[src/hdl/zif_pkg.sv]
// ----------------------------------------------------------------------------
// zif_pkg: shared types and constants of the zone influence falloff core
// Widths of the fixed point datapath, register indexes, config bundle.
// ----------------------------------------------------------------------------
package zif_pkg;

	localparam int CoordW   = 24;  // input coordinate, signed, 8 fraction bits
	localparam int MagW     = 24;  // |point - centre|
	localparam int RadW     = 21;  // sphere radius and blend distance
	localparam int ExtW     = 23;  // box half extent
	localparam int SqW      = 2 * MagW;
	localparam int SumW     = SqW + 2;
	localparam int RootW    = SumW / 2;
	localparam int RemW     = SumW + 1;
	localparam int FracBits = 16;
	localparam int InflW    = FracBits + 1;
	localparam int CfgIdxW  = 3;
	localparam int CfgDataW = 23;

	localparam logic [InflW-1:0] FullScale = InflW'(1) << FracBits;

	localparam logic [CfgIdxW-1:0] RegEnable = 3'd0;
	localparam logic [CfgIdxW-1:0] RegShape  = 3'd1;
	localparam logic [CfgIdxW-1:0] RegRadius = 3'd2;
	localparam logic [CfgIdxW-1:0] RegExtX   = 3'd3;
	localparam logic [CfgIdxW-1:0] RegExtY   = 3'd4;
	localparam logic [CfgIdxW-1:0] RegExtZ   = 3'd5;
	localparam logic [CfgIdxW-1:0] RegBlend  = 3'd6;

	localparam logic ShapeSphere = 1'b0;
	localparam logic ShapeBox    = 1'b1;

	typedef struct packed {
		logic            enabled;
		logic            shape;
		logic [RadW-1:0] radius;
		logic [ExtW-1:0] ext_x;
		logic [ExtW-1:0] ext_y;
		logic [ExtW-1:0] ext_z;
		logic [RadW-1:0] blend;
	} zif_cfg_t;

	// result selection that travels through the divider
	typedef struct packed {
		logic zero;
		logic full;
	} zif_flags_t;

endpackage

[src/hdl/zif_geom.sv]
// ----------------------------------------------------------------------------
// zif_geom: per-axis distance, box overshoot, squares and their sum
// Four register stages: abs diff, overshoot, square, sum.
// ----------------------------------------------------------------------------
module zif_geom import zif_pkg::*; (
	input  logic                     clk,
	input  logic                     arst_n,
	input  logic                     adv,
	input  zif_cfg_t                 cfg,
	input  logic                     vld_in,
	input  logic signed [CoordW-1:0] px,
	input  logic signed [CoordW-1:0] py,
	input  logic signed [CoordW-1:0] pz,
	input  logic signed [CoordW-1:0] cx,
	input  logic signed [CoordW-1:0] cy,
	input  logic signed [CoordW-1:0] cz,
	output logic                     vld_out,
	output logic [SumW-1:0]          sum_out
);

	logic              v_s1, v_s2, v_s3, v_s4;
	logic [MagW-1:0]   ax_s1, ay_s1, az_s1;
	logic [MagW-1:0]   ox_s2, oy_s2, oz_s2;
	logic [SqW-1:0]    sx_s3, sy_s3, sz_s3;
	logic [SumW-1:0]   sum_s4;
	logic [MagW-1:0]   ax, ay, az, ox, oy, oz;

	function automatic logic [MagW-1:0] absdiff(input logic signed [CoordW-1:0] a,
			input logic signed [CoordW-1:0] b);
		logic signed [CoordW:0] d;
		logic [CoordW:0]        m;
		d = CoordW'(0) + {a[CoordW-1], a} - {b[CoordW-1], b};
		m = d[CoordW] ? -d : d;
		return m[MagW-1:0];
	endfunction

	function automatic logic [MagW-1:0] over(input logic [MagW-1:0] a,
			input logic [ExtW-1:0] he, input logic box);
		logic [MagW-1:0] h;
		h = {{(MagW-ExtW){1'b0}}, he};
		if (!box) begin
			return a;
		end
		return (a > h) ? a - h : '0;
	endfunction

	always_comb begin
		ax = absdiff(px, cx);
		ay = absdiff(py, cy);
		az = absdiff(pz, cz);
		ox = over(ax_s1, cfg.ext_x, cfg.shape == ShapeBox);
		oy = over(ay_s1, cfg.ext_y, cfg.shape == ShapeBox);
		oz = over(az_s1, cfg.ext_z, cfg.shape == ShapeBox);
	end

	always_ff @(posedge clk or negedge arst_n) begin
		if (!arst_n) begin
			v_s1 <= 1'b0;
			v_s2 <= 1'b0;
			v_s3 <= 1'b0;
			v_s4 <= 1'b0;
		end else if (adv) begin
			v_s1 <= vld_in;
			v_s2 <= v_s1;
			v_s3 <= v_s2;
			v_s4 <= v_s3;
		end
	end

	always_ff @(posedge clk) begin
		if (adv) begin
			ax_s1  <= ax;
			ay_s1  <= ay;
			az_s1  <= az;
			ox_s2  <= ox;
			oy_s2  <= oy;
			oz_s2  <= oz;
			sx_s3  <= ox_s2 * ox_s2;
			sy_s3  <= oy_s2 * oy_s2;
			sz_s3  <= oz_s2 * oz_s2;
			sum_s4 <= SumW'(sx_s3) + SumW'(sy_s3) + SumW'(sz_s3);
		end
	end

	assign vld_out = v_s4;
	assign sum_out = sum_s4;

endmodule

[config.mk]
export PLATFORM = sky130hd
export DESIGN_NAME = zif_geom
export DESIGN_NICKNAME = d
export VERILOG_FILES = /design/src/hdl/zif_pkg.sv /design/src/hdl/zif_geom.sv
export SDC_FILE = /design/constraint.sdc
export NUM_CORES = 2
export LEC_CHECK = 0
export ABC_AREA = 1
export BUFFER_PORTS_ARGS = -buffer_cell sky130_fd_sc_hd__buf_2
export CORE_UTILIZATION = 25
export CTS_CLUSTER_DIAMETER = 150
export DETAILED_ROUTE_END_ITERATION = 7
export PLACE_DENSITY = 0.4
export SYNTH_ARGS = -nofsm -noshare
export SYNTH_HDL_FRONTEND = slang
export SYNTH_SLANG_ARGS = --single-unit
[constraint.sdc]
create_clock -name clk -period 18.47 [get_ports clk]
set_input_delay 1.847 -clock clk [delete_from_list [all_inputs] [get_ports clk]]
set_output_delay 1.847 -clock clk [all_outputs]
set_load 0.02 [all_outputs]
==> flow_summary.toml <==
[clock_tree]
insertion_delay_ns = 0.69
clockBufferDepth = 3
cts-root-buf = "clkbuf_16"
cts_made_buffers = 48
clkSinkCount = 339
cts_tree = "done"
cts_resized = 0
post-cts-setup-buffers = 0
clk_pin_slew_ns = 0.06
cts_hold_buf = 0
cts_htree_levels = 2

[placed_design]
dpl_worst_slack_ns = 11.16
gp_congestion = 0.886
io_buffers = 268
dp_cells = 13900
dp_hpwl_um = 191000

[final_layout]
fillers = 33500
fin_nets = 12200
layout.cells.non_filler = 14000
areaGrowthSynthToFinish_pct = 10.4
drive_gt1_share_pct = 5.36

[grt]
grt_max_degree = 133
grt_pass1_vias = 64200
antenna_found_initial = 11
grt.total_usage_pct = 14.8
gr-total-overflow = 0
grt_pass1_wl_um = 359000

[detailed_routing]
viasPerCell = 4.22
wl_per_cell_um = 16.0
ant_nets = 0
drt-total-wl_um = 225000
drt_iter0_markers = 2920
via_count = 59200
drt_pass1_iterations = 6
drcViolationCount = 0

[setup_path]
cp_slowest_cell = "edfxtp_1"
crit_fanout = 13
cp_data_required_time_ns = 18.88
path_cells = "buf_4, nand2_1, fa_1, inv_1, fa_1, inv_1, fa_1, fa_1, inv_1, fa_1, fa_1, inv_1, fa_1, inv_1, ha_1, nand2_1, nor2_1, inv_1, nor4_1, nand3_1, nand3_1, xor2_1"
slowest_delay_ns = 0.82
crit_arrival_ns = 7.73
endpoint_kind = "flip-flop"
critPathKind = "reg2reg"
startpoint_type = "flip-flop"
crit_top_cell = "fa_1"

[floorplanning]
ios = 312
die_area_mm2 = 0.311
core_region_area_mm2 = 0.306
die_w_um = 557
fp.dieH_um = 557
initial_core_util_pct = 25.2
rows = 203

[synthesis]
ys_seq_elements = 339
synthFlopType = "edfxtp_1"
ys_types = 55
postSynthAreaPerCell_um2 = 7.97
yosys_warnings = 0
netlist_area_mm2 = 0.0771
synthCells = 9670
yosysSeqAreaShare_pct = 13.2
async_reset_ff_share_pct = 1.18
synth-edff-count = 335

[sta]
hold_violations = 0
maxSlewViolCount = 0
slew_headroom_pct = 36.0
post-route-period-util_pct = 39.6
period_needed_ns = 7.32
fmax_ghz = 0.137
worst-slew-pin-transition_ns = 0.960
fin_skew_ns = 0.0268
tns_ns = 0
rsz0062_at_grt = "no"
setup_violations = 0
worst_slack_ns = 11.15

[min_path]
holdCritPathClass = "reg2reg"

[job]
drv_cap = 0

[run_status]
status = "finished clean"
-- cells in the final DEF, fill, tap and decap left out, types with 76 or more instances in the layout --
master / instances
xor2_1: 192
fa_1: 1321
edfxtp_1: 335
inv_1: 2840
a21oi_1: 367
xnor2_1: 113
buf_2: 267
o21ai_0: 241
nor2_1: 515
buf_4: 76
nand3_1: 270
ha_1: 721
nand2_1: 2123
-- critical path, delay by kind of cell, from the launching register on --
| kind | cells | cell delay (ns) |
|---|---|---|
| buffers and inverters | 7 | 0.74 |
| flip-flops | 1 | 0.82 |
| adder cells (fa/ha/maj) | 8 | 4.02 |
| XOR/XNOR | 1 | 0.08 |
| AND/OR/NAND/NOR | 6 | 1.39 |
-- cells in the mapped netlist, types with 36 or more instances --
cell type | count | area share, %
inv_1 | 2840 | 14
nand2_1 | 2123 | 10
fa_1 | 1321 | 34
ha_1 | 721 | 12
nor2_1 | 515 | 2.5
a21oi_1 | 367 | 2.4
edfxtp_1 | 335 | 13
nand3_1 | 270 | 1.8
o21ai_0 | 241 | 1.6
xor2_1 | 192 | 2.2
clkbuf_1 | 158 | 0.77
xnor2_1 | 113 | 1.3
nand4_1 | 62 | 0.50
a31oi_1 | 41 | 0.33
a21o_1 | 37 | 0.36
nor3_1 | 36 | 0.23
o21bai_1 | 36 | 0.35
-- layer usage --
metal | track usage (%) | share of wire (%) | vias to the layer above
met5 | 0 | 0.016 | -
met4 | 2.64 | 1.5 | 6
met3 | 1.06 | 3.1 | 163
met2 | 25.0 | 47 | 882
met1 | 20.7 | 48 | 29000
li1 | - | - | 29200
-- through the flow --
stage               utilization (%)  hold slack, ns  area (um^2)
floorplan                         -           0.454        77100
global placement               27.3           0.472        83500
detailed placement             27.3           0.491        83500
CTS                            27.8           0.519        85100
global route                   27.8           0.563        85100
finish                         27.8           0.512        85100
-- registers in the layout, summed over array words and instances (netlist names) --
register	cells
sum_out	50
sz_s3	47
v_s1	1
az_s1	24
vld_out	1
v_s2	1
v_s3	1
oy_s2	24
sy_s3	47
sx_s3	47
oz_s2	24
ox_s2	24
ax_s1	24
ay_s1	24
-- kinds of logic after synthesis --
family / share of synthesized area [%]
AOI/OAI and AO/OA: 6.02
buffers and inverters: 14.8
and+or+nand+nor: 16.5
other: 0.00486
xor gates and xnor gates: 3.46
adders and majority gates: 46.0
DFF: 13.2
-- area by class of cell --
cell class,count,area (um^2),share of cell area (%)
Multi-Input combinational cell,6310,55600,65.3
Clock inverter,32,345,0.406
Timing Repair Buffer,345,1940,2.28
Antenna cell,6,15.0,0.0176
Clock buffer,56,1250,1.47
Tap cell,4100,5130,6.03
Inverter,2854,10700,12.6
Sequential cell,339,10200,11.9
-- worst paths after layout --
kind,slack (ns),from,to,cells past startpoint
min in group asynchronous,0.96,arst_n,v_s2$_DFFE_PN0P_,1
hold reg to reg,0.51,v_s1$_DFFE_PN0P_,v_s2$_DFFE_PN0P_,2
hold / removal,0.51,v_s1$_DFFE_PN0P_,v_s2$_DFFE_PN0P_,2
setup / recovery,11.15,oy_s2[16]$_DFFE_PP_,sy_s3[42]$_DFFE_PP_,22
setup reg to reg,11.15,oy_s2[16]$_DFFE_PP_,sy_s3[42]$_DFFE_PP_,22
max in group asynchronous,17.38,arst_n,vld_out$_DFFE_PN0P_,1
Power is left out: the tool's default activity adds up to more than one toggle a clock period on the data nets, which glitch-free logic cannot reach.
