## src/hdl/zif_pkg.sv

```systemverilog
// ----------------------------------------------------------------------------
// zif_pkg: shared types and constants of the zone influence falloff core
// Widths of the fixed point datapath, register indexes, config bundle.
// ----------------------------------------------------------------------------
package zif_pkg;

	localparam int CoordW   = 24;  // input coordinate, signed, 8 fraction bits
	localparam int MagW     = 24;  // |point - centre|
	localparam int RadW     = 21;  // sphere radius and blend distance
	localparam int ExtW     = 23;  // box half extent
	localparam int SqW      = 2 * MagW;
	localparam int SumW     = SqW + 2;
	localparam int RootW    = SumW / 2;
	localparam int RemW     = SumW + 1;
	localparam int FracBits = 16;
	localparam int InflW    = FracBits + 1;
	localparam int CfgIdxW  = 3;
	localparam int CfgDataW = 23;

	localparam logic [InflW-1:0] FullScale = InflW'(1) << FracBits;

	localparam logic [CfgIdxW-1:0] RegEnable = 3'd0;
	localparam logic [CfgIdxW-1:0] RegShape  = 3'd1;
	localparam logic [CfgIdxW-1:0] RegRadius = 3'd2;
	localparam logic [CfgIdxW-1:0] RegExtX   = 3'd3;
	localparam logic [CfgIdxW-1:0] RegExtY   = 3'd4;
	localparam logic [CfgIdxW-1:0] RegExtZ   = 3'd5;
	localparam logic [CfgIdxW-1:0] RegBlend  = 3'd6;

	localparam logic ShapeSphere = 1'b0;
	localparam logic ShapeBox    = 1'b1;

	typedef struct packed {
		logic            enabled;
		logic            shape;
		logic [RadW-1:0] radius;
		logic [ExtW-1:0] ext_x;
		logic [ExtW-1:0] ext_y;
		logic [ExtW-1:0] ext_z;
		logic [RadW-1:0] blend;
	} zif_cfg_t;

	// result selection that travels through the divider
	typedef struct packed {
		logic zero;
		logic full;
	} zif_flags_t;

endpackage

```

## src/hdl/zif_sqrt.sv

```systemverilog
// ----------------------------------------------------------------------------
// zif_sqrt: pipelined truncating integer square root
// One result bit per stage, most significant first.
// ----------------------------------------------------------------------------
module zif_sqrt import zif_pkg::*; (
	input  logic             clk,
	input  logic             arst_n,
	input  logic             adv,
	input  logic             vld_in,
	input  logic [SumW-1:0]  x,
	output logic             vld_out,
	output logic [RootW-1:0] root
);

	logic [RemW-1:0]  rem_s  [RootW];
	logic [RootW-1:0] root_s [RootW];
	logic             v_s    [RootW];

	for (genvar g = 0; g < RootW; g++) begin : g_stage
		localparam int Sh = RootW - 1 - g;
		logic [RemW-1:0]  rem_in, trial;
		logic [RootW-1:0] root_in;
		logic             v_in;

		if (g == 0) begin : g_first
			assign rem_in  = RemW'(x);
			assign root_in = '0;
			assign v_in    = vld_in;
		end else begin : g_next
			assign rem_in  = rem_s[g-1];
			assign root_in = root_s[g-1];
			assign v_in    = v_s[g-1];
		end

		// (root + 2^Sh)^2 - root^2 = root*2^(Sh+1) + 2^(2*Sh)
		assign trial = (RemW'(root_in) << (Sh + 1)) + (RemW'(1) << (2 * Sh));

		always_ff @(posedge clk or negedge arst_n) begin
			if (!arst_n) begin
				v_s[g] <= 1'b0;
			end else if (adv) begin
				v_s[g] <= v_in;
			end
		end

		always_ff @(posedge clk) begin
			if (adv) begin
				if (rem_in >= trial) begin
					rem_s[g]  <= rem_in - trial;
					root_s[g] <= root_in | (RootW'(1) << Sh);
				end else begin
					rem_s[g]  <= rem_in;
					root_s[g] <= root_in;
				end
			end
		end
	end

	assign vld_out = v_s[RootW-1];
	assign root    = root_s[RootW-1];

endmodule

```

## config.mk

```make
export PLATFORM = sky130hd
export DESIGN_NAME = zif_sqrt
export DESIGN_NICKNAME = d
export VERILOG_FILES = /design/src/hdl/zif_pkg.sv /design/src/hdl/zif_sqrt.sv
export SDC_FILE = /design/constraint.sdc
export NUM_CORES = 2
export LEC_CHECK = 0
export BUFFER_PORTS_ARGS = -buffer_cell sky130_fd_sc_hd__buf_2
export CORE_UTILIZATION = 45
export DETAILED_ROUTE_END_ITERATION = 12
export PLACE_DENSITY_LB_ADDON = 0.25
export SLEW_MARGIN = 0
export SYNTH_ARGS = -nofsm -noshare
export SYNTH_HDL_FRONTEND = slang
export SYNTH_SLANG_ARGS = --single-unit
```

## constraint.sdc

```tcl
create_clock -name clk -period 4.2 [get_ports clk]
set_clock_uncertainty 0.1 [all_clocks]
set_input_delay 0.21 -clock clk [delete_from_list [all_inputs] [get_ports clk]]
set_output_delay 0.21 -clock clk [all_outputs]
set_load 0.05 [all_outputs]
```

==> load_flow_metrics.sql <==
INSERT INTO impl_metrics (metric_group, metric, value, unit) VALUES
('place', 'pre_cts_ws', '0.0742', 'ns'),
('logic_synthesis', 'synth.cells.most_frequent', '1549 x sky130_fd_sc_hd__edfxtp_1, 443 x sky130_fd_sc_hd__nand2_1, 415 x sky130_fd_sc_hd__inv_1', ''),
('layout', 'fillCellCount', '14200', ''),
('routing', 'dr.first_iter.drc_count', '4513', ''),
('logic_synthesis', 'synth.yosys.warnings', '0', ''),
('logic_synthesis', 'synth.area.mux_share', '1.13', '%'),
('setup_path', 'cp_max_fo', '9', ''),
('logic_synthesis', 'yosys.area_share.simple', '13.5', '%'),
('layout', 'insertedDiodeCount', '0', ''),
('routing', 'dr.max_layer_used', 'met4', ''),
('routing', 'dr_wl_met2', '93700', 'µm'),
('floorplan', 'floorplan.die_area', '172000', 'µm²'),
('global_route', 'first_global_vias', '48700', ''),
('worst_hold_path', 'hold_path.class', 'input pin to flip-flop', ''),
('layout', 'ff_latch_area', '47100', 'µm²'),
('setup_path', 'timing_worst_setup_path_type', 'flip-flop to flip-flop', ''),
('routing', 'drt-total-wl', '191000', 'µm'),
('floorplan', 'dieWidth', '414', 'µm'),
('global_route', 'grt_start_max_net_pins', '179', ''),
('status', 'outcome', 'complete, no violations', ''),
('floorplan', 'die_h', '414', 'µm'),
('setup_path', 'ff2ff_setup_slack', '0.19', 'ns'),
('floorplan', 'core_area', '168000', 'µm²'),
('routing', 'postRouteAntennaNets', '0', ''),
('power', 'ir_worst_vdd', '0.516', 'mV'),
('logic_synthesis', 'synth_cells', '6136', ''),
('logic_synthesis', 'async_flop_share', '1.59', '%'),
('clocking', 'tritoncts', 'yes', ''),
('layout', 'multi_input_area', '27200', 'µm²'),
('logic_synthesis', 'synthDominantAreaCellType', 'sky130_fd_sc_hd__edfxtp_1', ''),
('setup_path', 'worstSetupStartpointType', 'flip-flop', ''),
('logic_synthesis', 'post_synth_num_cell_types', '92', ''),
('routing', 'avgViaCountPerCell', '5.70', ''),
('layout', 'nets', '6838', ''),
('clocking', 'clock-sinks', '1574', ''),
('floorplan', 'start_util', '45.5', '%'),
('routing', 'met3WireLength', '10200', 'µm'),
('floorplan', 'ioPinCount', '80', ''),
('job', 'cap_viol_max_count', '0', ''),
('logic_synthesis', 'synth_largest_type_area_fraction', '60.8', '%'),
('clocking', 'cts_buffers', '169', ''),
('sta', 'setup-violations-final', '0', ''),
('floorplan', 'core.rowCount', '150', ''),
('sta', 'hold_ws', '0.0708', 'ns'),
('power', 'static-leakage-power', '0.0321', 'µW'),
('layout', 'final_area', '86700', 'µm²'),
('routing', 'drcViolationCount', '0', ''),
('sta', 'period_minus_slack', '4.01', 'ns'),
('sta', 'fmaxAchievable', '250', 'MHz'),
('global_route', 'grt_usage', '22.0', '%'),
('logic_synthesis', 'synth_nets', '6538', ''),
('clocking', 'cts.reportedPaths.clkPinSlew', '0.06', 'ns'),
('clocking', 'cts.root.buffer_cell', 'sky130_fd_sc_hd__clkbuf_16', ''),
('logic_synthesis', 'syn-cell-area', '76500', 'µm²'),
('global_route', 'global_route.overflow_total', '0', ''),
('logic_synthesis', 'synthMostInstantiatedCell', 'sky130_fd_sc_hd__edfxtp_1', ''),
('worst_hold_path', 'timing.hold.worst_path_depth', '3', ''),
('logic_synthesis', 'largest_family_of_logic_cells_by_synthesized_area', 'simple AND/OR/NAND/NOR gates', ''),
('place', 'dpl-instance-area', '79900', 'µm²'),
('sta', 'max_slew.worst_pin.slew', '1.16', 'ns'),
('clocking', 'clock_tree.htree_level_count', '4', ''),
('global_route', 'grt_first_pass_wirelength', '291000', 'µm'),
('place', 'gp_congestion', '0.911', ''),
('place', 'placement.io_buffers', '79', ''),
('layout', 'drive_above_1_share', '8.63', '%'),
('sta', 'finalSetupTns', '0', 'ns'),
('setup_path', 'rr_worst_depth', '8', ''),
('place', 'dpl.hpwl', '143000', 'µm'),
('setup_path', 'critPathArrivalTime', '4.46', 'ns'),
('layout', 'finish.utilization', '51.6', '%'),
('routing', 'route.layer.met1.wl', '81600', 'µm');
[sequential cells by signal, summed over array words and instances, names as in the netlist]
name / cells
g_stage.v_in: 24
root_s: 325
rem_s: 1224
vld_out: 1
[metrics by stage]
stage               total power (µW)  instances
floorplan                      26800       6136
global placement               29500       8366
detailed placement             29600       8366
CTS                            45000       8774
global route                   46700       8774
finish                         44800       8774
[metal layers]
metal	global-route usage [%]	vias up
li1	-	23800
met1	28.5	24500
met2	37.7	1469
met3	3.47	284
met4	6.86	0
met5	0	-
[placed cells by master, fill, tap and decap left out, types with 130 or more instances in the layout]
master                      instances
sky130_fd_sc_hd__nor2_1           307
sky130_fd_sc_hd__xor2_1           274
sky130_fd_sc_hd__nor3_1           201
sky130_fd_sc_hd__xnor2_1          273
sky130_fd_sc_hd__nor4_1           238
sky130_fd_sc_hd__nand2_1          443
sky130_fd_sc_hd__nand3_1          130
sky130_fd_sc_hd__a21oi_1          261
sky130_fd_sc_hd__ha_1             348
sky130_fd_sc_hd__o21ai_0          354
sky130_fd_sc_hd__edfxtp_1        1549
sky130_fd_sc_hd__inv_1            415
sky130_fd_sc_hd__clkbuf_16        170
[path summary, 6_finish.rpt]
kind / start / endpoint
worst max-delay path: rem_s[7][88] / rem_s[8][44]
worst min-delay path: vld_in / g_stage[1].v_in
worst max register to register: rem_s[7][88] / rem_s[8][44]
worst min register to register: root_s[4][81] / root_s[5][6]
max in group asynchronous: arst_n / g_stage[22].v_in
min in group asynchronous: arst_n / g_stage[6].v_in
[timing repair]
action                                  in CTS  in global routing
resized for setup                            0                  2
hold endpoints to repair                   195                  0
endpoints found under the setup margin       0                  2
hold buffers                               103                  0
setup buffers                                0                  0
[power breakdown]
group          internal, µW  switching (µW)  leakage [µW]  total (µW)
Sequential            19700            1620        0.0151       21300
Clock                  8840            6480       0.00275       15300
Combinational          3280            4870        0.0142        8150
Total                 31800           13000        0.0321       44800
[critical path, cell delays in order, from the launching register on]
cell and delay, ns:
sky130_fd_sc_hd__edfxtp_1 0.44, sky130_fd_sc_hd__or4_1 0.57, sky130_fd_sc_hd__or4b_2 0.77, sky130_fd_sc_hd__nor4_1 0.61, sky130_fd_sc_hd__nor3_1 0.19, sky130_fd_sc_hd__o2111ai_2 0.19
sky130_fd_sc_hd__o211ai_2 0.30, sky130_fd_sc_hd__or3_1 0.44, sky130_fd_sc_hd__xnor2_1 0.13
[area by class of cell]
class,instances,area share [%]
tap,2204,3.18
clock buffer,197,5.02
inverter,416,1.80
sequential,1574,54.3
timing repair buffer,283,2.64
multi-input combinational,3992,31.4
clock inverter,108,1.61
[cell families (layout without fill, tap and decap cells)]
kind of cell	after synthesis	after routing
simple gates	1933	1933
flops	1574	1574
compound gates	1086	1086
buf+inv	570	1004
xor+xnor	547	547
fa+ha+maj	348	348
mux	78	78
Power figures use the tool's default switching activity.
