`src/hdl/zif_pkg.sv`:
```
// ----------------------------------------------------------------------------
// zif_pkg: shared types and constants of the zone influence falloff core
// Widths of the fixed point datapath, register indexes, config bundle.
// ----------------------------------------------------------------------------
package zif_pkg;

	localparam int CoordW   = 24;  // input coordinate, signed, 8 fraction bits
	localparam int MagW     = 24;  // |point - centre|
	localparam int RadW     = 21;  // sphere radius and blend distance
	localparam int ExtW     = 23;  // box half extent
	localparam int SqW      = 2 * MagW;
	localparam int SumW     = SqW + 2;
	localparam int RootW    = SumW / 2;
	localparam int RemW     = SumW + 1;
	localparam int FracBits = 16;
	localparam int InflW    = FracBits + 1;
	localparam int CfgIdxW  = 3;
	localparam int CfgDataW = 23;

	localparam logic [InflW-1:0] FullScale = InflW'(1) << FracBits;

	localparam logic [CfgIdxW-1:0] RegEnable = 3'd0;
	localparam logic [CfgIdxW-1:0] RegShape  = 3'd1;
	localparam logic [CfgIdxW-1:0] RegRadius = 3'd2;
	localparam logic [CfgIdxW-1:0] RegExtX   = 3'd3;
	localparam logic [CfgIdxW-1:0] RegExtY   = 3'd4;
	localparam logic [CfgIdxW-1:0] RegExtZ   = 3'd5;
	localparam logic [CfgIdxW-1:0] RegBlend  = 3'd6;

	localparam logic ShapeSphere = 1'b0;
	localparam logic ShapeBox    = 1'b1;

	typedef struct packed {
		logic            enabled;
		logic            shape;
		logic [RadW-1:0] radius;
		logic [ExtW-1:0] ext_x;
		logic [ExtW-1:0] ext_y;
		logic [ExtW-1:0] ext_z;
		logic [RadW-1:0] blend;
	} zif_cfg_t;

	// result selection that travels through the divider
	typedef struct packed {
		logic zero;
		logic full;
	} zif_flags_t;

endpackage

```
`src/hdl/zif_div.sv`:
```
// ----------------------------------------------------------------------------
// zif_div: pipelined fraction divider and output register
// Restoring division, one quotient bit per stage, numerator below divisor.
// ----------------------------------------------------------------------------
module zif_div import zif_pkg::*; (
	input  logic             clk,
	input  logic             arst_n,
	input  logic             adv,
	input  logic [RadW-1:0]  blend,
	input  logic             vld_in,
	input  zif_flags_t       flags_in,
	input  logic [RadW-1:0]  num,
	output logic             vld_out,
	output logic [InflW-1:0] influence
);

	logic [RadW-1:0]     rem_s   [FracBits];
	logic [FracBits-1:0] quo_s   [FracBits];
	zif_flags_t          flags_s [FracBits];
	logic                v_s     [FracBits];
	logic                v_q;
	logic [InflW-1:0]    infl_q;

	for (genvar g = 0; g < FracBits; g++) begin : g_stage
		logic [RadW-1:0]     rem_in;
		logic [FracBits-1:0] quo_in;
		zif_flags_t          fl_in;
		logic                v_in;
		logic [RadW:0]       r2;

		if (g == 0) begin : g_first
			assign rem_in = num;
			assign quo_in = '0;
			assign fl_in  = flags_in;
			assign v_in   = vld_in;
		end else begin : g_next
			assign rem_in = rem_s[g-1];
			assign quo_in = quo_s[g-1];
			assign fl_in  = flags_s[g-1];
			assign v_in   = v_s[g-1];
		end

		assign r2 = {rem_in, 1'b0};

		always_ff @(posedge clk or negedge arst_n) begin
			if (!arst_n) begin
				v_s[g] <= 1'b0;
			end else if (adv) begin
				v_s[g] <= v_in;
			end
		end

		always_ff @(posedge clk) begin
			if (adv) begin
				flags_s[g] <= fl_in;
				if (r2 >= {1'b0, blend}) begin
					rem_s[g] <= RadW'(r2 - {1'b0, blend});
					quo_s[g] <= {quo_in[FracBits-2:0], 1'b1};
				end else begin
					rem_s[g] <= r2[RadW-1:0];
					quo_s[g] <= {quo_in[FracBits-2:0], 1'b0};
				end
			end
		end
	end

	always_ff @(posedge clk or negedge arst_n) begin
		if (!arst_n) begin
			v_q <= 1'b0;
		end else if (adv) begin
			v_q <= v_s[FracBits-1];
		end
	end

	always_ff @(posedge clk) begin
		if (adv) begin
			if (flags_s[FracBits-1].zero) begin
				infl_q <= '0;
			end else if (flags_s[FracBits-1].full) begin
				infl_q <= FullScale;
			end else begin
				infl_q <= FullScale - InflW'(quo_s[FracBits-1]);
			end
		end
	end

	assign vld_out   = v_q;
	assign influence = infl_q;

endmodule
```
`config.mk`:
```
export PLATFORM = sky130hd
export DESIGN_NAME = zif_div
export DESIGN_NICKNAME = d
export VERILOG_FILES = /design/src/hdl/zif_pkg.sv /design/src/hdl/zif_div.sv
export SDC_FILE = /design/constraint.sdc
export NUM_CORES = 1
export LEC_CHECK = 0
export ABC_AREA = 1
export BUFFER_PORTS_ARGS = -buffer_cell sky130_fd_sc_hd__buf_4
export CAP_MARGIN = 5
export CORE_ASPECT_RATIO = 0.7
export CORE_MARGIN = 4
export CORE_UTILIZATION = 54
export DETAILED_ROUTE_END_ITERATION = 8
export PLACE_DENSITY = 0.7
export SLEW_MARGIN = 30
export SYNTH_ARGS = -nofsm -noshare
export SYNTH_HDL_FRONTEND = slang
export SYNTH_SLANG_ARGS = --single-unit
```
`constraint.sdc`:
```
create_clock -name clk -period 2.71 [get_ports clk]
set_clock_uncertainty 0.15 [all_clocks]
set_input_delay 0.4065 -clock clk [delete_from_list [all_inputs] [get_ports clk]]
set_output_delay 0.4065 -clock clk [all_outputs]
set_load 0.1 [all_outputs]
```
==> results_dict.tcl, run 1 <==
set metrics [dict create \
    status "finished clean" \
    vias_per_cell 5.39 \
    cts_tree "done" \
    clk_path_buf_depth 3 \
    grt_pass1_wl_um 186000 \
    power.total_mw 48.3 \
    drv_cap 0 \
    netlist_area_mm2 0.0400 \
    multiInputGateArea_mm2 0.0216 \
    min_path_type "primary input to flip-flop" \
    ys_top_cells_by_area "edfxtp_1, nand2_1, ha_1, inv_1, nor2_1" \
    path_cells "inv_1 -> fa_1 -> nand3b_4 -> nand2_2 -> nand2_1 -> nand2_2 -> nand2_1 -> nand2_1 -> nand2_1 -> nand2_4 -> inv_4 -> buf_12 -> nand2_1 -> o21ai_2" \
    setup.worst_path.end_class "flip-flop" \
    crit_path_end "rem_s[0][127]" \
    tightestPinTransition_ps 717 \
    p_clk_share_pct 15.4 \
    cts.clk_slew.worst_paths_ps 60 \
    die_h_um 236 \
    r2r_start "rem_s[0][105]" \
    switching_power_mw 21.1 \
    path_max_fanout 20 \
    hpwl_um 92800 \
    synth_top_family_by_area "simple AND/OR/NAND/NOR gates" \
    hp-start "adv" \
    grt_max_degree 112 \
    drt_iter0_markers 3847 \
    critPathLaunch "rem_s[0][105]" \
    synth_top_area_cell "edfxtp_1" \
    wl_per_cell_um 17.4 \
    tns_ps 0 \
    drive_gt1_share_pct 12.0 \
    cp_common_cell "nand2_1" \
    cts_htree_levels 2 \
    fin_crit_sh_pct 94.5 \
    regArea_mm2 0.0154 \
    reg2reg_depth 14 \
    dieArea_mm2 0.0785 \
    synth-compound-area-share_pct 6.53 \
    area_growth_pct 18.3 \
    synth_top_area_share_pct 37.4 \
    critPathKind "flip-flop to flip-flop" \
    ant_nets 0 \
    powerDensity_mw_per_mm2 1020 \
    r2r_end "rem_s[0][127]" \
    route.detailed.drc 0 \
    cp_slowest_stage_delay_ps 520 \
    synth-simple-area-share_pct 32.6 \
    setup_violations 0 \
    start_util_pct 54.5 \
    timing.fmax_ghz 0.391 \
    nets 6275 \
    sequentialPowerShare_pct 29.6 \
    port_buffers 65 \
    antenna_found_initial 5 \
    clock_sinks 517 \
    stdcell_area_mm2 0.0473 \
    fill_cells 6529 \
    vdd_ir_drop_max_uv 680 \
    cp_data_required_time_ps 2940 \
    firstDrtPassIters 6 \
    fin_crit_ps 2560 \
    synth_edf_count 498 \
    root_buffer "clkbuf_16" \
    swShare_pct 43.6 \
    grt_pass1_vias 34000 \
    yosysSeqAreaShare_pct 38.6 \
    numCtsBuffers 53 \
    place_area_mm2 0.0452 \
    gp_routability_congestion 0.970 \
    grt_remaining_overflow 0 \
    crit_slowest_cell "edfxtp_1" \
    combPwrFrac_pct 55.0 \
    ys_seq_elements 517 \
    die_w_um 333 \
    vias 37200 \
    power_leakage_nw 23.1 \
    synth-xor-area-share_pct 3.70 \
    r2r_slack_ps 150 \
    p_int_mw 27.3 \
    yosysUniqueCellTypes 51 \
    synthMuxAreaShare_pct 0 \
    synthArstFlopShare_pct 3.29 \
    drv_slew 0 \
    hold_viol_final 0 \
    worstSetupStartpointType "flip-flop" \
    clk_latency_ps 640 \
    synthCells 5367 \
    synth-main-ff-cell "edfxtp_1" \
    whs_path_depth 5 \
    grt_use_total_pct 30.0 \
    avgSynthCellArea_um2 7.45 \
    ios 66 \
    rows 83 \
    drt-total-wl_um 120000 \
    core_area_mm2 0.0733 \
    rsz0062_at_grt "no" \
    synth_fa_ha_area_share_pct 11.3 \
    syn_nets 5766 \
    synth_warnings 0 \
    crit_arrival_ps 2790 \
    slew_headroom_pct 52.2 \
]
[area by class of cell]
class	count	area share, %
inverter	631	5.02
clock inverter	41	0.826
sequential	517	32.6
timing repair buffer	543	10.3
multi-input combinational	4130	45.8
clock buffer	59	2.87
tap	977	2.59
antenna	2	0.0106
[placed cells by master (no fill, tap or decap), drive strengths merged]
cell / instances
clkinvlp: 2
clkbuf: 59
o221ai: 1
xnor2: 81
buf: 517
or2: 12
clkinv: 27
nor2b: 4
and3: 1
a21o: 9
inv: 638
and2: 22
a31oi: 1
nand4: 78
a21oi: 249
nand3b: 67
bufinv: 5
o21a: 5
o22ai: 1
dfxtp: 2
a211oi: 1
nand2: 2089
dlygate4sd3: 26
nor2: 461
edfxtp: 498
ha: 336
nand3: 330
nor4: 17
nor3: 43
o21ai: 186
diode: 2
a21boi: 8
fa: 15
o31ai: 1
o21bai: 24
dfrtp: 17
xor2: 88
[per-stage QoR]
| step | util [%] | hold WS, ps | worst slack (ps) | cells |
|---|---|---|---|---|
| floorplan | - | -39.1 | 69.0 | 5367 |
| global placement | 61.7 | 132 | -154 | 6769 |
| detailed placement | 61.7 | 128 | -159 | 6769 |
| CTS | 64.4 | 138 | 114 | 6895 |
| global route | 64.5 | 148 | 35.1 | 6898 |
| finish | 64.5 | 168 | 150 | 6900 |
[cells in the mapped netlist, types with 3 or more instances]
library cell,count
a21o_1,9
o21bai_1,24
clkbuf_1,21
nand3b_1,66
dfrtp_1,17
inv_1,611
o21a_1,5
nand2_1,2064
nor4_1,16
a21boi_0,8
nand3_2,6
buf_2,28
and2_1,22
or2_2,11
nor3_2,12
buf_6,15
xor2_1,88
nand2_4,3
o21ai_2,10
nand3_1,324
inv_2,19
ha_1,336
fa_1,15
edfxtp_1,498
nand2_2,22
nor2_2,10
o21ai_1,86
nor2_1,446
a21oi_1,247
nor2b_1,4
o21ai_0,90
buf_1,4
buf_4,21
nor3_1,31
xnor2_1,81
nand4_1,78
nor2_4,4
[cells by family after synthesis]
family	after synthesis
and+or+nand+nor	3124
DFF	517
AOI/OAI and AO/OA	486
adders and majority gates	351
buffers and inverters	720
xor gates and xnor gates	169
[power groups by stage]
stage                     clock network [mW]  registers [mW]  logic [mW]
after floorplan                            0            13.3        17.5
after global placement                     0            14.4        25.5
after detailed placement                   0            14.3        26.0
after CTS                               7.60            14.2        26.1
after global routing                    7.95            14.4        29.8
final                                   7.46            14.3        26.6
[state kept, by name, indices dropped and copies added, names as in the netlist]
register	flops
g_stage.v_in	15
influence	17
flags_s	32
vld_out	1
quo_s	136
v_s	1
rem_s	315
[worst max-delay path, delay by kind of cell, from the launching register on]
| family | cells | cell delay, ps |
|---|---|---|
| fa+ha+maj | 1 | 400 |
| simple gates | 9 | 850 |
| compound gates | 1 | 60 |
| buf+inv | 3 | 300 |
| flops | 1 | 520 |
[timing repair]
action,in CTS,in global routing
hold buffers,26,0
endpoints found under the setup margin,0,23
resized for setup,0,4
setup buffers,0,3
endpoints found under the hold margin,40,0
[metal layers]
metal  part of all wire, %  vias to the layer above  global-route usage [%]
li1                      -                    18600                       -
met1                    47                    16800                    46.3
met2                    39                     1589                    41.4
met3                    11                      211                    7.05
met4                   3.0                        2                    8.84
met5                 0.011                        -                       0
[how the worst min path moves through the flow]
stage / endpoint / slack [ps]
after detailed placement: g_stage[1].v_in / 130
after CTS: g_stage[1].v_in / 140
after global placement: g_stage[1].v_in / 130
after global routing: g_stage[1].v_in / 150
after floorplan: g_stage[10].v_in / -40
final: g_stage[1].v_in / 170
No activity file was read; power rests on OpenSTA's default activity.
==> inputs of run 2 (changes only) <==
Settings changed: CORE_MARGIN 4 to not set.
==> run 2 against run 1 <==
Compared with the run above: sequential power barely moved; flip-flop and latch count did not move; global-route usage rose by 2.0 points; fmax fell by 1.9%; combinational power rose by 2%; power rose by 1.1%; via count fell by 0.19%; clock power barely moved; critical path type unchanged; largest cell class unchanged; highest routed layer is now met4.
==> results_dict.tcl, run 2 (synthesized netlist as in run 1, its figures left out) <==
set metrics [dict create \
    status "finished clean" \
    fin_crit_sh_pct 96.3 \
    cts_tree "done" \
    power.total_mw 48.9 \
    hold_viol_final 0 \
    root_buffer "clkbuf_16" \
    powerDensity_mw_per_mm2 1020 \
    numCtsBuffers 54 \
    clk_path_buf_depth 3 \
    clk_latency_ps 650 \
    drt_iter0_markers 3871 \
    ios 66 \
    wl_per_cell_um 17.3 \
    vdd_ir_drop_max_uv 586 \
    cts_htree_levels 2 \
    hold-worst-slack_ps 37.3 \
    cp_data_required_time_ps 2960 \
    crit_arrival_ps 2860 \
    ant_nets 0 \
    setup_violations 0 \
    drv_slew 0 \
    r2r_start "rem_s[0][96]" \
    firstDrtPassIters 6 \
    drive_gt1_share_pct 13.0 \
    dieArea_mm2 0.0751 \
    vias_per_cell 5.34 \
    grt_pass1_vias 33900 \
    grt_pass1_wl_um 187000 \
    grt_use_met1_pct 50.4 \
    tightestPinTransition_ps 890 \
    min_path_type "primary input to asynchronous set/reset pin" \
    port_buffers 65 \
    critPathKind "flip-flop to flip-flop" \
    setup.worst_path.end_class "flip-flop" \
    power_leakage_nw 23.5 \
    r2r_slack_ps 100 \
    worstSetupStartpointType "flip-flop" \
    antenna_found_initial 1 \
    nets 6340 \
    vias 37100 \
    top_usage_layer "met1" \
    top_register "rem_s" \
    use_met2_pct 45.3 \
    route.detailed.drc 0 \
    grt_max_degree 135 \
    fill_cells 6437 \
    hpwl_um 94400 \
    fin_crit_ps 2610 \
    reg2reg_depth 13 \
    largest_reg_flops 315 \
    mostFrequentLayoutCells "nand2_1, inv_1, buf_4" \
    die_w_um 327 \
    rows 83 \
    r2r_end "rem_s[0][121]" \
    area_growth_pct 19.8 \
    tns_ps 0 \
    timing.fmax_ghz 0.383 \
    reg.largest.list "rem_s (315), quo_s (136), flags_s (32)" \
    grt_use_total_pct 32.0 \
    die_h_um 230 \
    start_util_pct 54.5 \
    antenna_cells 0 \
    met3_usage_pct 5.27 \
    fin_util_pct 65.3 \
    rsz0062_at_grt "no" \
    gp_routability_congestion 0.976 \
    drv_cap 0 \
    cts.clk_slew.worst_paths_ps 70 \
    drt-total-wl_um 120000 \
    grt_remaining_overflow 0 \
    path_max_fanout 19 \
    clock_sinks 517 \
    layout_commonest_cell "nand2_1" \
    core_area_mm2 0.0733 \
    slew_headroom_pct 40.7 \
]
run 2: cell types whose count changed in the layout (fill, tap and decap cells not counted), moves of 2 or more:
| cell | previous run | this run |
|---|---|---|
| buf_4 | 457 | 513 |
| diode_2 | 2 | 0 |
| bufinv_16 | 5 | 3 |
| buf_12 | 58 | 69 |
| inv_4 | 4 | 0 |
| inv_16 | 0 | 2 |
| clkinv_2 | 14 | 11 |
| dlygate4sd3_1 | 26 | 24 |
| clkinvlp_4 | 2 | 5 |
run 2: power breakdown:
group          internal [mW]  switching, mW  total, mW
sequential              12.3           1.95       14.2
combinational           11.1           16.0       27.1
clock                   4.06           3.44       7.49
run 2: stage by stage:
stage	cells	instance area [um2]	setup WS, ps
6_report	6960	47900	101
5_1_grt	6960	47900	7.06
3_3_place_gp	6836	45900	-149
3_5_place_dp	6836	45900	-159
4_1_cts	6958	47800	34.2
2_1_floorplan	5367	40000	69.0
run 2: what timing repair did:
item | in CTS | in global routing
endpoints found under the hold margin | 40 | 0
setup buffers | 0 | 1
resized for setup | 0 | 2
endpoints found under the setup margin | 0 | 27
hold buffers | 24 | 0
run 2: worst max path at each step:
stage,depth (start not counted),to,from
final,13,rem_s[0][121],rem_s[0][96]
after global routing,14,rem_s[0][87],rem_s[0][67]
after CTS,13,rem_s[0][115],rem_s[0][96]
after detailed placement,16,rem_s[0][58],blend[9]
after global placement,17,rem_s[0][83],blend[11]
after floorplan,16,rem_s[1][8],blend[0]
run 2: cell type report:
type	instances	area, um2	share of cell area, %
sequential	517	15400	32.2
multi-input combinational	4130	21600	45.2
clock buffer	60	1390	2.91
tap	977	1220	2.55
timing repair buffer	607	5490	11.5
clock inverter	38	357	0.745
inverter	631	2370	4.96
run 2: worst max-delay path: stages, from the launching register on:
cell      delay (ps)
edfxtp_1         530
ha_1             380
nand2_1          120
inv_1             70
nand2_1           80
nor3_1           130
o21ai_0          120
nand2_1          110
nand2_1           90
nand2_4          190
inv_2             80
buf_12           160
nand2_1           70
nand2_1           50
run 2: layer usage:
| metal | routed length (um) | part of all wire [%] |
|---|---|---|
| met1 | 58700 | 49 |
| met4 | 2470 | 2.1 |
| met5 | 0 | 0 |
| met3 | 11500 | 9.6 |
| met2 | 47700 | 40 |
